==> src/hw/rtl/rv32i_subset_executor_defines.svh <==
// Assertion macros used by the executor top level.
`ifndef RV32I_SUBSET_EXECUTOR_DEFINES_SVH
`define RV32I_SUBSET_EXECUTOR_DEFINES_SVH

// Same-cycle implication.
`define RSX_ASSERT_IMPLY(label, clk, rst, ante, cons, msg) \
   label: assert property (@(posedge clk) disable iff (rst) (ante) |-> (cons)) else $error(msg);

// Next-cycle implication.
`define RSX_ASSERT_NEXT(label, clk, rst, ante, cons, msg) \
   label: assert property (@(posedge clk) disable iff (rst) (ante) |=> (cons)) else $error(msg);

`endif

==> src/hw/rtl/rsx_pkg.sv <==
package rsx_pkg;

   localparam int MEM_BYTES_DEF      = 4096;
   localparam int TEXT_WORDS_MAX_DEF = 256;
   localparam int STEP_LIMIT_DEF     = 1000;

   typedef enum logic [2:0] {
      CMD_LOAD_TEXT = 3'd0,
      CMD_LOAD_DATA = 3'd1,
      CMD_STEP      = 3'd2,
      CMD_READ_REG  = 3'd3,
      CMD_READ_MEM  = 3'd4
   } cmd_type;

   typedef enum logic [4:0] {
      ST_OK         = 5'd0,
      ST_HALT       = 5'd1,
      ST_PC_OUT     = 5'd2,
      ST_R_TYPE     = 5'd3,
      ST_I_TYPE     = 5'd4,
      ST_LOAD_KIND  = 5'd5,
      ST_LW_ALIGN   = 5'd6,
      ST_LW_RANGE   = 5'd7,
      ST_STORE_KIND = 5'd8,
      ST_SW_ALIGN   = 5'd9,
      ST_SW_RANGE   = 5'd10,
      ST_SW_TEXT    = 5'd11,
      ST_BR_KIND    = 5'd12,
      ST_BR_TARGET  = 5'd13,
      ST_OPCODE     = 5'd14,
      ST_LIMIT      = 5'd15,
      ST_TEXT_FULL  = 5'd16,
      ST_TEXT_LATE  = 5'd17,
      ST_DATA_ADDR  = 5'd18,
      ST_STARTED    = 5'd19,
      ST_STOPPED    = 5'd20
   } status_type;

   localparam logic [6:0] OP_R      = 7'h33;
   localparam logic [6:0] OP_I      = 7'h13;
   localparam logic [6:0] OP_LOAD   = 7'h03;
   localparam logic [6:0] OP_STORE  = 7'h23;
   localparam logic [6:0] OP_BRANCH = 7'h63;

   localparam logic [6:0] F7_BASE = 7'h00;
   localparam logic [6:0] F7_SUB  = 7'h20;

   localparam logic [2:0] F3_ADD = 3'd0;
   localparam logic [2:0] F3_OR  = 3'd6;
   localparam logic [2:0] F3_AND = 3'd7;
   localparam logic [2:0] F3_LW  = 3'd2;
   localparam logic [2:0] F3_SW  = 3'd2;
   localparam logic [2:0] F3_BEQ = 3'd0;
   localparam logic [2:0] F3_BNE = 3'd1;
   localparam logic [2:0] F3_BLT = 3'd4;
   localparam logic [2:0] F3_BGE = 3'd5;

   typedef enum logic [2:0] {
      FSM_CLEAR,
      FSM_IDLE,
      FSM_READ,
      FSM_FETCH,
      FSM_EXEC,
      FSM_LOAD
   } fsm_type;

   typedef struct packed {
      logic [2:0]  cmd;
      logic [31:0] addr;
      logic [31:0] word;
   } req_type;

   typedef struct packed {
      logic [4:0]  status;
      logic [9:0]  step_index;
      logic [10:0] pc;
      logic [31:0] insn;
      logic [4:0]  dest_reg;
      logic [31:0] write_value;
      logic [31:0] mem_addr;
      logic        branch_taken;
      logic [10:0] next_pc;
      logic [31:0] read_data;
   } rsp_type;

   typedef struct packed {
      status_type  status;
      logic [4:0]  dest_reg;
      logic [31:0] write_value;
      logic [31:0] wb_value;
      logic [31:0] mem_addr;
      logic        branch_taken;
      logic [31:0] next_pc;
      logic        reg_we;
      logic        mem_we;
      logic        is_load;
   } exec_res_type;

endpackage

==> src/hw/rtl/rsx_exec.sv <==
module rsx_exec #(
   parameter int MEM_BYTES = rsx_pkg::MEM_BYTES_DEF
) (
   input  logic [31:0]          insn,
   input  logic [31:0]          rs1_val,
   input  logic [31:0]          rs2_val,
   input  logic [31:0]          pc,
   input  logic [31:0]          text_end,
   output rsx_pkg::exec_res_type res
);

   localparam logic [31:0] MEM_LAST = 32'(MEM_BYTES - 4);

   logic [6:0]  opcode;
   logic [4:0]  rd;
   logic [2:0]  funct3;
   logic [6:0]  funct7;
   logic [31:0] imm_i;
   logic [31:0] imm_s;
   logic [31:0] imm_b;
   logic [31:0] ea_i;
   logic [31:0] ea_s;
   logic [31:0] seq_pc;
   logic [31:0] br_pc;
   logic [31:0] target;
   logic [31:0] alu_val;
   logic        less;
   logic        take;
   logic        alu_ok;

   assign opcode = insn[6:0];
   assign rd     = insn[11:7];
   assign funct3 = insn[14:12];
   assign funct7 = insn[31:25];

   assign imm_i = {{20{insn[31]}}, insn[31:20]};
   assign imm_s = {{20{insn[31]}}, insn[31:25], insn[11:7]};
   assign imm_b = {{19{insn[31]}}, insn[31], insn[7], insn[30:25], insn[11:8], 1'b0};

   assign ea_i   = rs1_val + imm_i;
   assign ea_s   = rs1_val + imm_s;
   assign seq_pc = pc + 32'd4;
   assign br_pc  = pc + imm_b;
   assign less   = $signed(rs1_val) < $signed(rs2_val);
   assign target = take ? br_pc : seq_pc;

   // ALU value for register and immediate forms
   always_comb begin
      alu_val = '0;
      alu_ok  = 1'b1;
      if (opcode == rsx_pkg::OP_R) begin
         if (funct3 == rsx_pkg::F3_ADD && funct7 == rsx_pkg::F7_BASE) begin
            alu_val = rs1_val + rs2_val;
         end else if (funct3 == rsx_pkg::F3_ADD && funct7 == rsx_pkg::F7_SUB) begin
            alu_val = rs1_val - rs2_val;
         end else if (funct3 == rsx_pkg::F3_AND && funct7 == rsx_pkg::F7_BASE) begin
            alu_val = rs1_val & rs2_val;
         end else if (funct3 == rsx_pkg::F3_OR && funct7 == rsx_pkg::F7_BASE) begin
            alu_val = rs1_val | rs2_val;
         end else begin
            alu_ok = 1'b0;
         end
      end else begin
         if (funct3 == rsx_pkg::F3_ADD) begin
            alu_val = rs1_val + imm_i;
         end else if (funct3 == rsx_pkg::F3_AND) begin
            alu_val = rs1_val & imm_i;
         end else if (funct3 == rsx_pkg::F3_OR) begin
            alu_val = rs1_val | imm_i;
         end else begin
            alu_ok = 1'b0;
         end
      end
   end

   always_comb begin
      take = 1'b0;
      case (funct3)
         rsx_pkg::F3_BEQ: take = (rs1_val == rs2_val);
         rsx_pkg::F3_BNE: take = (rs1_val != rs2_val);
         rsx_pkg::F3_BLT: take = less;
         rsx_pkg::F3_BGE: take = !less;
         default:         take = 1'b0;
      endcase
   end

   always_comb begin
      res         = '0;
      res.status  = rsx_pkg::ST_OK;
      res.next_pc = seq_pc;
      unique case (opcode)
         rsx_pkg::OP_R, rsx_pkg::OP_I: begin
            if (!alu_ok) begin
               res.status = (opcode == rsx_pkg::OP_R) ? rsx_pkg::ST_R_TYPE
                                                      : rsx_pkg::ST_I_TYPE;
            end
            res.reg_we      = 1'b1;
            res.dest_reg    = rd;
            res.wb_value    = alu_val;
            res.write_value = (rd != 5'd0) ? alu_val : 32'd0;
         end
         rsx_pkg::OP_LOAD: begin
            if (funct3 != rsx_pkg::F3_LW) begin
               res.status = rsx_pkg::ST_LOAD_KIND;
            end else if (ea_i[1:0] != 2'd0) begin
               res.status = rsx_pkg::ST_LW_ALIGN;
            end else if (ea_i > MEM_LAST) begin
               res.status = rsx_pkg::ST_LW_RANGE;
            end
            res.is_load  = 1'b1;
            res.reg_we   = 1'b1;
            res.dest_reg = rd;
            res.mem_addr = ea_i;
         end
         rsx_pkg::OP_STORE: begin
            if (funct3 != rsx_pkg::F3_SW) begin
               res.status = rsx_pkg::ST_STORE_KIND;
            end else if (ea_s[1:0] != 2'd0) begin
               res.status = rsx_pkg::ST_SW_ALIGN;
            end else if (ea_s > MEM_LAST) begin
               res.status = rsx_pkg::ST_SW_RANGE;
            end else if (ea_s < text_end) begin
               res.status = rsx_pkg::ST_SW_TEXT;
            end
            res.mem_we      = 1'b1;
            res.write_value = rs2_val;
            res.mem_addr    = ea_s;
         end
         rsx_pkg::OP_BRANCH: begin
            if (funct3 != rsx_pkg::F3_BEQ && funct3 != rsx_pkg::F3_BNE &&
                funct3 != rsx_pkg::F3_BLT && funct3 != rsx_pkg::F3_BGE) begin
               res.status = rsx_pkg::ST_BR_KIND;
            end else if (target[1:0] != 2'd0 || target > text_end) begin
               res.status = rsx_pkg::ST_BR_TARGET;
            end
            res.branch_taken = take;
            res.next_pc      = target;
         end
         default: begin
            res.status = rsx_pkg::ST_OPCODE;
         end
      endcase
   end

endmodule

==> config.mk <==
export PLATFORM = sky130hd
export DESIGN_NAME = rsx_exec
export DESIGN_NICKNAME = d
export VERILOG_FILES = /design/src/hw/rtl/rv32i_subset_executor_defines.svh /design/src/hw/rtl/rsx_pkg.sv /design/src/hw/rtl/rsx_exec.sv
export SDC_FILE = /design/constraint.sdc
export NUM_CORES = 1
export LEC_CHECK = 0
export BUFFER_PORTS_ARGS = -buffer_cell sky130_fd_sc_hd__buf_2
export CAP_MARGIN = 30
export CORE_MARGIN = 4
export CORE_UTILIZATION = 54
export DETAILED_ROUTE_END_ITERATION = 10
export GPL_ROUTABILITY_DRIVEN = 0
export PLACE_DENSITY = 0.79
export SYNTH_ARGS = -nofsm -noshare
export SYNTH_HDL_FRONTEND = slang
export SYNTH_SLANG_ARGS = --single-unit
==> constraint.sdc <==
create_clock -name vclk -period 15.8
set_clock_uncertainty 0.2 [all_clocks]
set_input_delay 1.58 -clock vclk [all_inputs]
set_output_delay 1.58 -clock vclk [all_outputs]
set_load 0.005 [all_outputs]
Yosys cells after proc, flatten, opt, wreduce, memory -nomap -nowiden
Cells that the tools add are included.
- magnitude comparators: 5
- add/subtract/negate cells: 6
- reductions and logical operators: 18
- bitwise logic cells: 4
- eq/ne operators: 17
- mux-type cells: 39
- operators with widths (kind ; count):
    32-bit two-way mux ; 11
    32-bit adder ; 4
    32-bit case mux with 2 select lines ; 2
    32-bit bitwise AND ; 2
    32-bit by 12-bit > comparator with 1-bit output, second input constant ; 2
    32-bit < comparator ; 2
    32-bit OR ; 2
    33-bit two-way mux ; 1
    32-bit by 3-bit adder with 32-bit output, second input constant ; 1
    32-bit equality test ; 1
    32-bit > comparator ; 1
    32-bit inequality test ; 1
    32-bit subtractor ; 1
    5-bit two-way mux ; 6
    7-bit by 6-bit equality test with 1-bit output, second input constant ; 3
    5-bit case mux with 4 select lines ; 1
    3-bit equality test, second input constant ; 4
    4-bit two-way mux ; 3
    1-bit two-way mux ; 11
    3-bit two-way mux ; 3
    7-bit by 2-bit equality test with 1-bit output, second input constant ; 1
    7-bit by 5-bit equality test with 1-bit output, second input constant ; 1
    7-bit equality test, second input constant ; 1
    1-bit logical AND ; 7
    other kinds (14) ; 17
- input bits: 160
- flip-flop bits (word level): 0

Longest topological paths before layout
- depth after elaboration: 9
- gate-level depth with buffers: 30
- mapped depth without buffers: 26

Least setup slack after synthesis
OpenSTA, ideal clock, no wires.
- path kind: input-to-output
- from: input insn[8]
- to: output res[139] (netlist bit)
- path buffers: 0
- stages: 24
- arrival: 6236 ps
- path slack: 7784 ps
- cell sequence: ha_1 -> fa_1 -> a211oi_1 -> o21ai_0 -> a221oi_1 -> o311ai_1 -> a31oi_1 -> nor2_1 -> or3_1 -> a21oi_1 -> o21ai_0 -> xnor2_1 -> mux2i_1 -> ha_1 -> nand2_1 -> nor4_1 -> inv_1 -> nor3_1 -> and4_1 -> nand2_1 -> nand2_1 -> inv_1 -> o41ai_1 -> nand4_1
- RTL lines (element ; RTL line ; RTL):
    start: declaration ; rsx_exec.sv:4 ; input logic [31:0] insn,
    end: declaration ; rsx_exec.sv:9 ; output rsx_pkg::exec_res_type res

==> flow_metrics.py <==
metrics = {
    "hold_path": {
        "hp-class": "in -> out",
    },
    "finish": {
        "multi_input_area_mm2": 0.0128,
        "stdcell_count": 2598,
        "finalNetCount": 2692,
        "fill_cells": 2458,
        "area_growth_pct": 10.6,
        "drive_gt1_frac": 0.159,
        "seq_cells": 0,
        "utilization": 0.610,
        "nClkBuffers": 0,
        "ff_latch_area_um2": 0,
    },
    "detailed_routing": {
        "first_pass_iters": 7,
        "drt_iter0_markers": 2022,
        "wl_mm": 53.9,
        "post_drt_via_cell_ratio": 6.63,
        "dr_total_vias": 17213,
        "drcViolationCount": 0,
        "wl_per_cell_um": 20.8,
        "ant_nets": 0,
    },
    "sta": {
        "clock.fmax_ghz": 0.0986,
        "hold_viol": 0,
        "min_period_ps": 10140,
        "slew_violations": 0,
        "setup_viol": 0,
        "worst_slew_pin_slew_ps": 1090,
        "timing.final.crit_share": 0.642,
        "fin_tns_setup_ps": 0,
        "slew_headroom": 0.276,
        "rsz0062_at_grt": "no",
    },
    "global_route": {
        "grt_max_degree": 78,
        "grt_overflow": 0,
        "antenna_found_initial": 3,
        "grt_pass1_vias": 16083,
        "grt_usage": 0.351,
        "grt_pass1_wl_mm": 83.4,
    },
    "cts": {
        "post_cts_buffers": 0,
        "hold_buffers": 0,
        "cts.repair.resized": 0,
    },
    "pwr": {
        "powerDensity_mw_per_mm2": 39.2,
        "p_leak_uw": 0.00747,
        "ir_drop_mv": 0.0232,
        "finalPower_uw": 605,
    },
    "critical_path": {
        "worst_setup_path_end_kind": "output port",
        "worstSetupStartpointType": "input pin",
        "arrival_ps": 8360,
        "crit_fanout": 32,
        "worstPathRequired_ps": 14020,
        "path_class": "in -> out",
    },
    "place": {
        "dp_cells": 2596,
        "detailed_place_hpwl_mm": 43.6,
        "portBuffers": 296,
    },
    "yosys": {
        "synth_nets": 2500,
        "yosysWarnings": 0,
        "synth.avg_cell_area_um2": 6.71,
        "ys_types": 86,
        "postSynthCellCount": 2076,
        "synth_area_mm2": 0.0139,
        "yosysSeqAreaShare": 0,
    },
    "flow_run": {
        "max-cap-violations": 0,
    },
    "outcome": {
        "status": "completed",
    },
    "floorplan": {
        "rows": 58,
        "dieArea_mm2": 0.0284,
        "core_region_area_mm2": 0.0253,
        "die_h_um": 169,
        "io_pins": 302,
        "die_w_um": 169,
        "start_util": 0.552,
    },
}
## layout by cell type, fill, tap and decap left out, types with 13 or more instances in the layout
cell and instances:
o21ai_0 184, nand3_1 39, mux2i_1 49, a22o_1 18, buf_4 13, xnor2_1 85, a21oi_1 203, o21bai_1 20
ha_1 259, nand2_1 165, inv_1 166, and2_1 15, nor2_1 169, o22ai_1 22, a31oi_1 19, a21o_1 54
nor3_1 53, a22oi_1 15, nand4_1 36, xor2_1 64, a211oi_1 25, buf_2 295, or3_1 14, o211ai_1 16
and3_1 18, o21a_1 24, a221oi_1 24
## synthesized netlist by cell type (all sizes together) (49+ instances only)
| library cell | n | share of area |
|---|---|---|
| xor2 | 64 | 0.040 |
| xnor2 | 85 | 0.053 |
| nor2 | 170 | 0.046 |
| a21oi | 206 | 0.075 |
| inv | 166 | 0.045 |
| clkbuf | 87 | 0.023 |
| a21o | 54 | 0.029 |
| o21ai | 191 | 0.069 |
| ha | 259 | 0.23 |
| mux2i | 49 | 0.035 |
| nand2 | 165 | 0.044 |
| nor3 | 54 | 0.019 |
## path summary, 6_finish.rpt
| path | from | end | slack, ps | cells after the start |
|---|---|---|---|---|
| min | pc[0] | res[3] | 3250 | 2 |
| max | rs1_val[0] | res[139] | 5660 | 27 |
## critical path: stages
cell and delay, ps:
buf_2 140, inv_1 100, ha_1 160, inv_1 50, fa_1 400, nor2b_1 160
o311ai_1 350, a21oi_1 240, a31oi_1 300, nand2_1 150, a41oi_2 300, a21oi_1 100
o21ai_1 390, and3_2 930, mux2i_1 250, ha_1 360, nand2_1 80, nor4_1 360
inv_1 80, nor3_1 400, and4_1 290, nand2_1 50, nand2_1 60, inv_1 50
o41ai_1 550, nand4_1 230, buf_2 190
## where the power goes
part / internal, µW / switching, µW / total (µW)
Combinational: 227 / 378 / 605
Clock: 0.00000404 / 0 / 0.00000405
Sequential: 0 / 0 / 0
Total: 227 / 378 / 605
## layer usage
layer	global-route usage	vias to the layer above	routed length, µm
met5	0	-	34
met3	0.0691	254	6150
met2	0.554	1181	23100
li1	-	7957	-
met1	0.456	7817	21200
met4	0.176	4	3390
## kinds of logic after synthesis
family,Yosys count,synth area share
other cells,1,0.000269
buf+inv,286,0.0827
simple gates,581,0.198
compound gates,734,0.341
xor+xnor,149,0.0937
mux,61,0.0449
fa+ha+maj,264,0.240
## final cells by class
cell class | instances | area share
multi-input cells | 1790 | 0.830
diodes | 2 | 0.000325
inverters | 168 | 0.0409
well taps | 330 | 0.0268
repair buffers | 308 | 0.102
## stage by stage
step	worst slack [ps]	instance area [µm²]	hold slack, ps
floorplan	7780	13900	3020
global placement	5950	15400	3240
detailed placement	5840	15400	3240
CTS	5830	15400	3240
global route	5350	15400	3250
finish	5660	15400	3250
No activity file was read; power rests on OpenSTA's default activity.
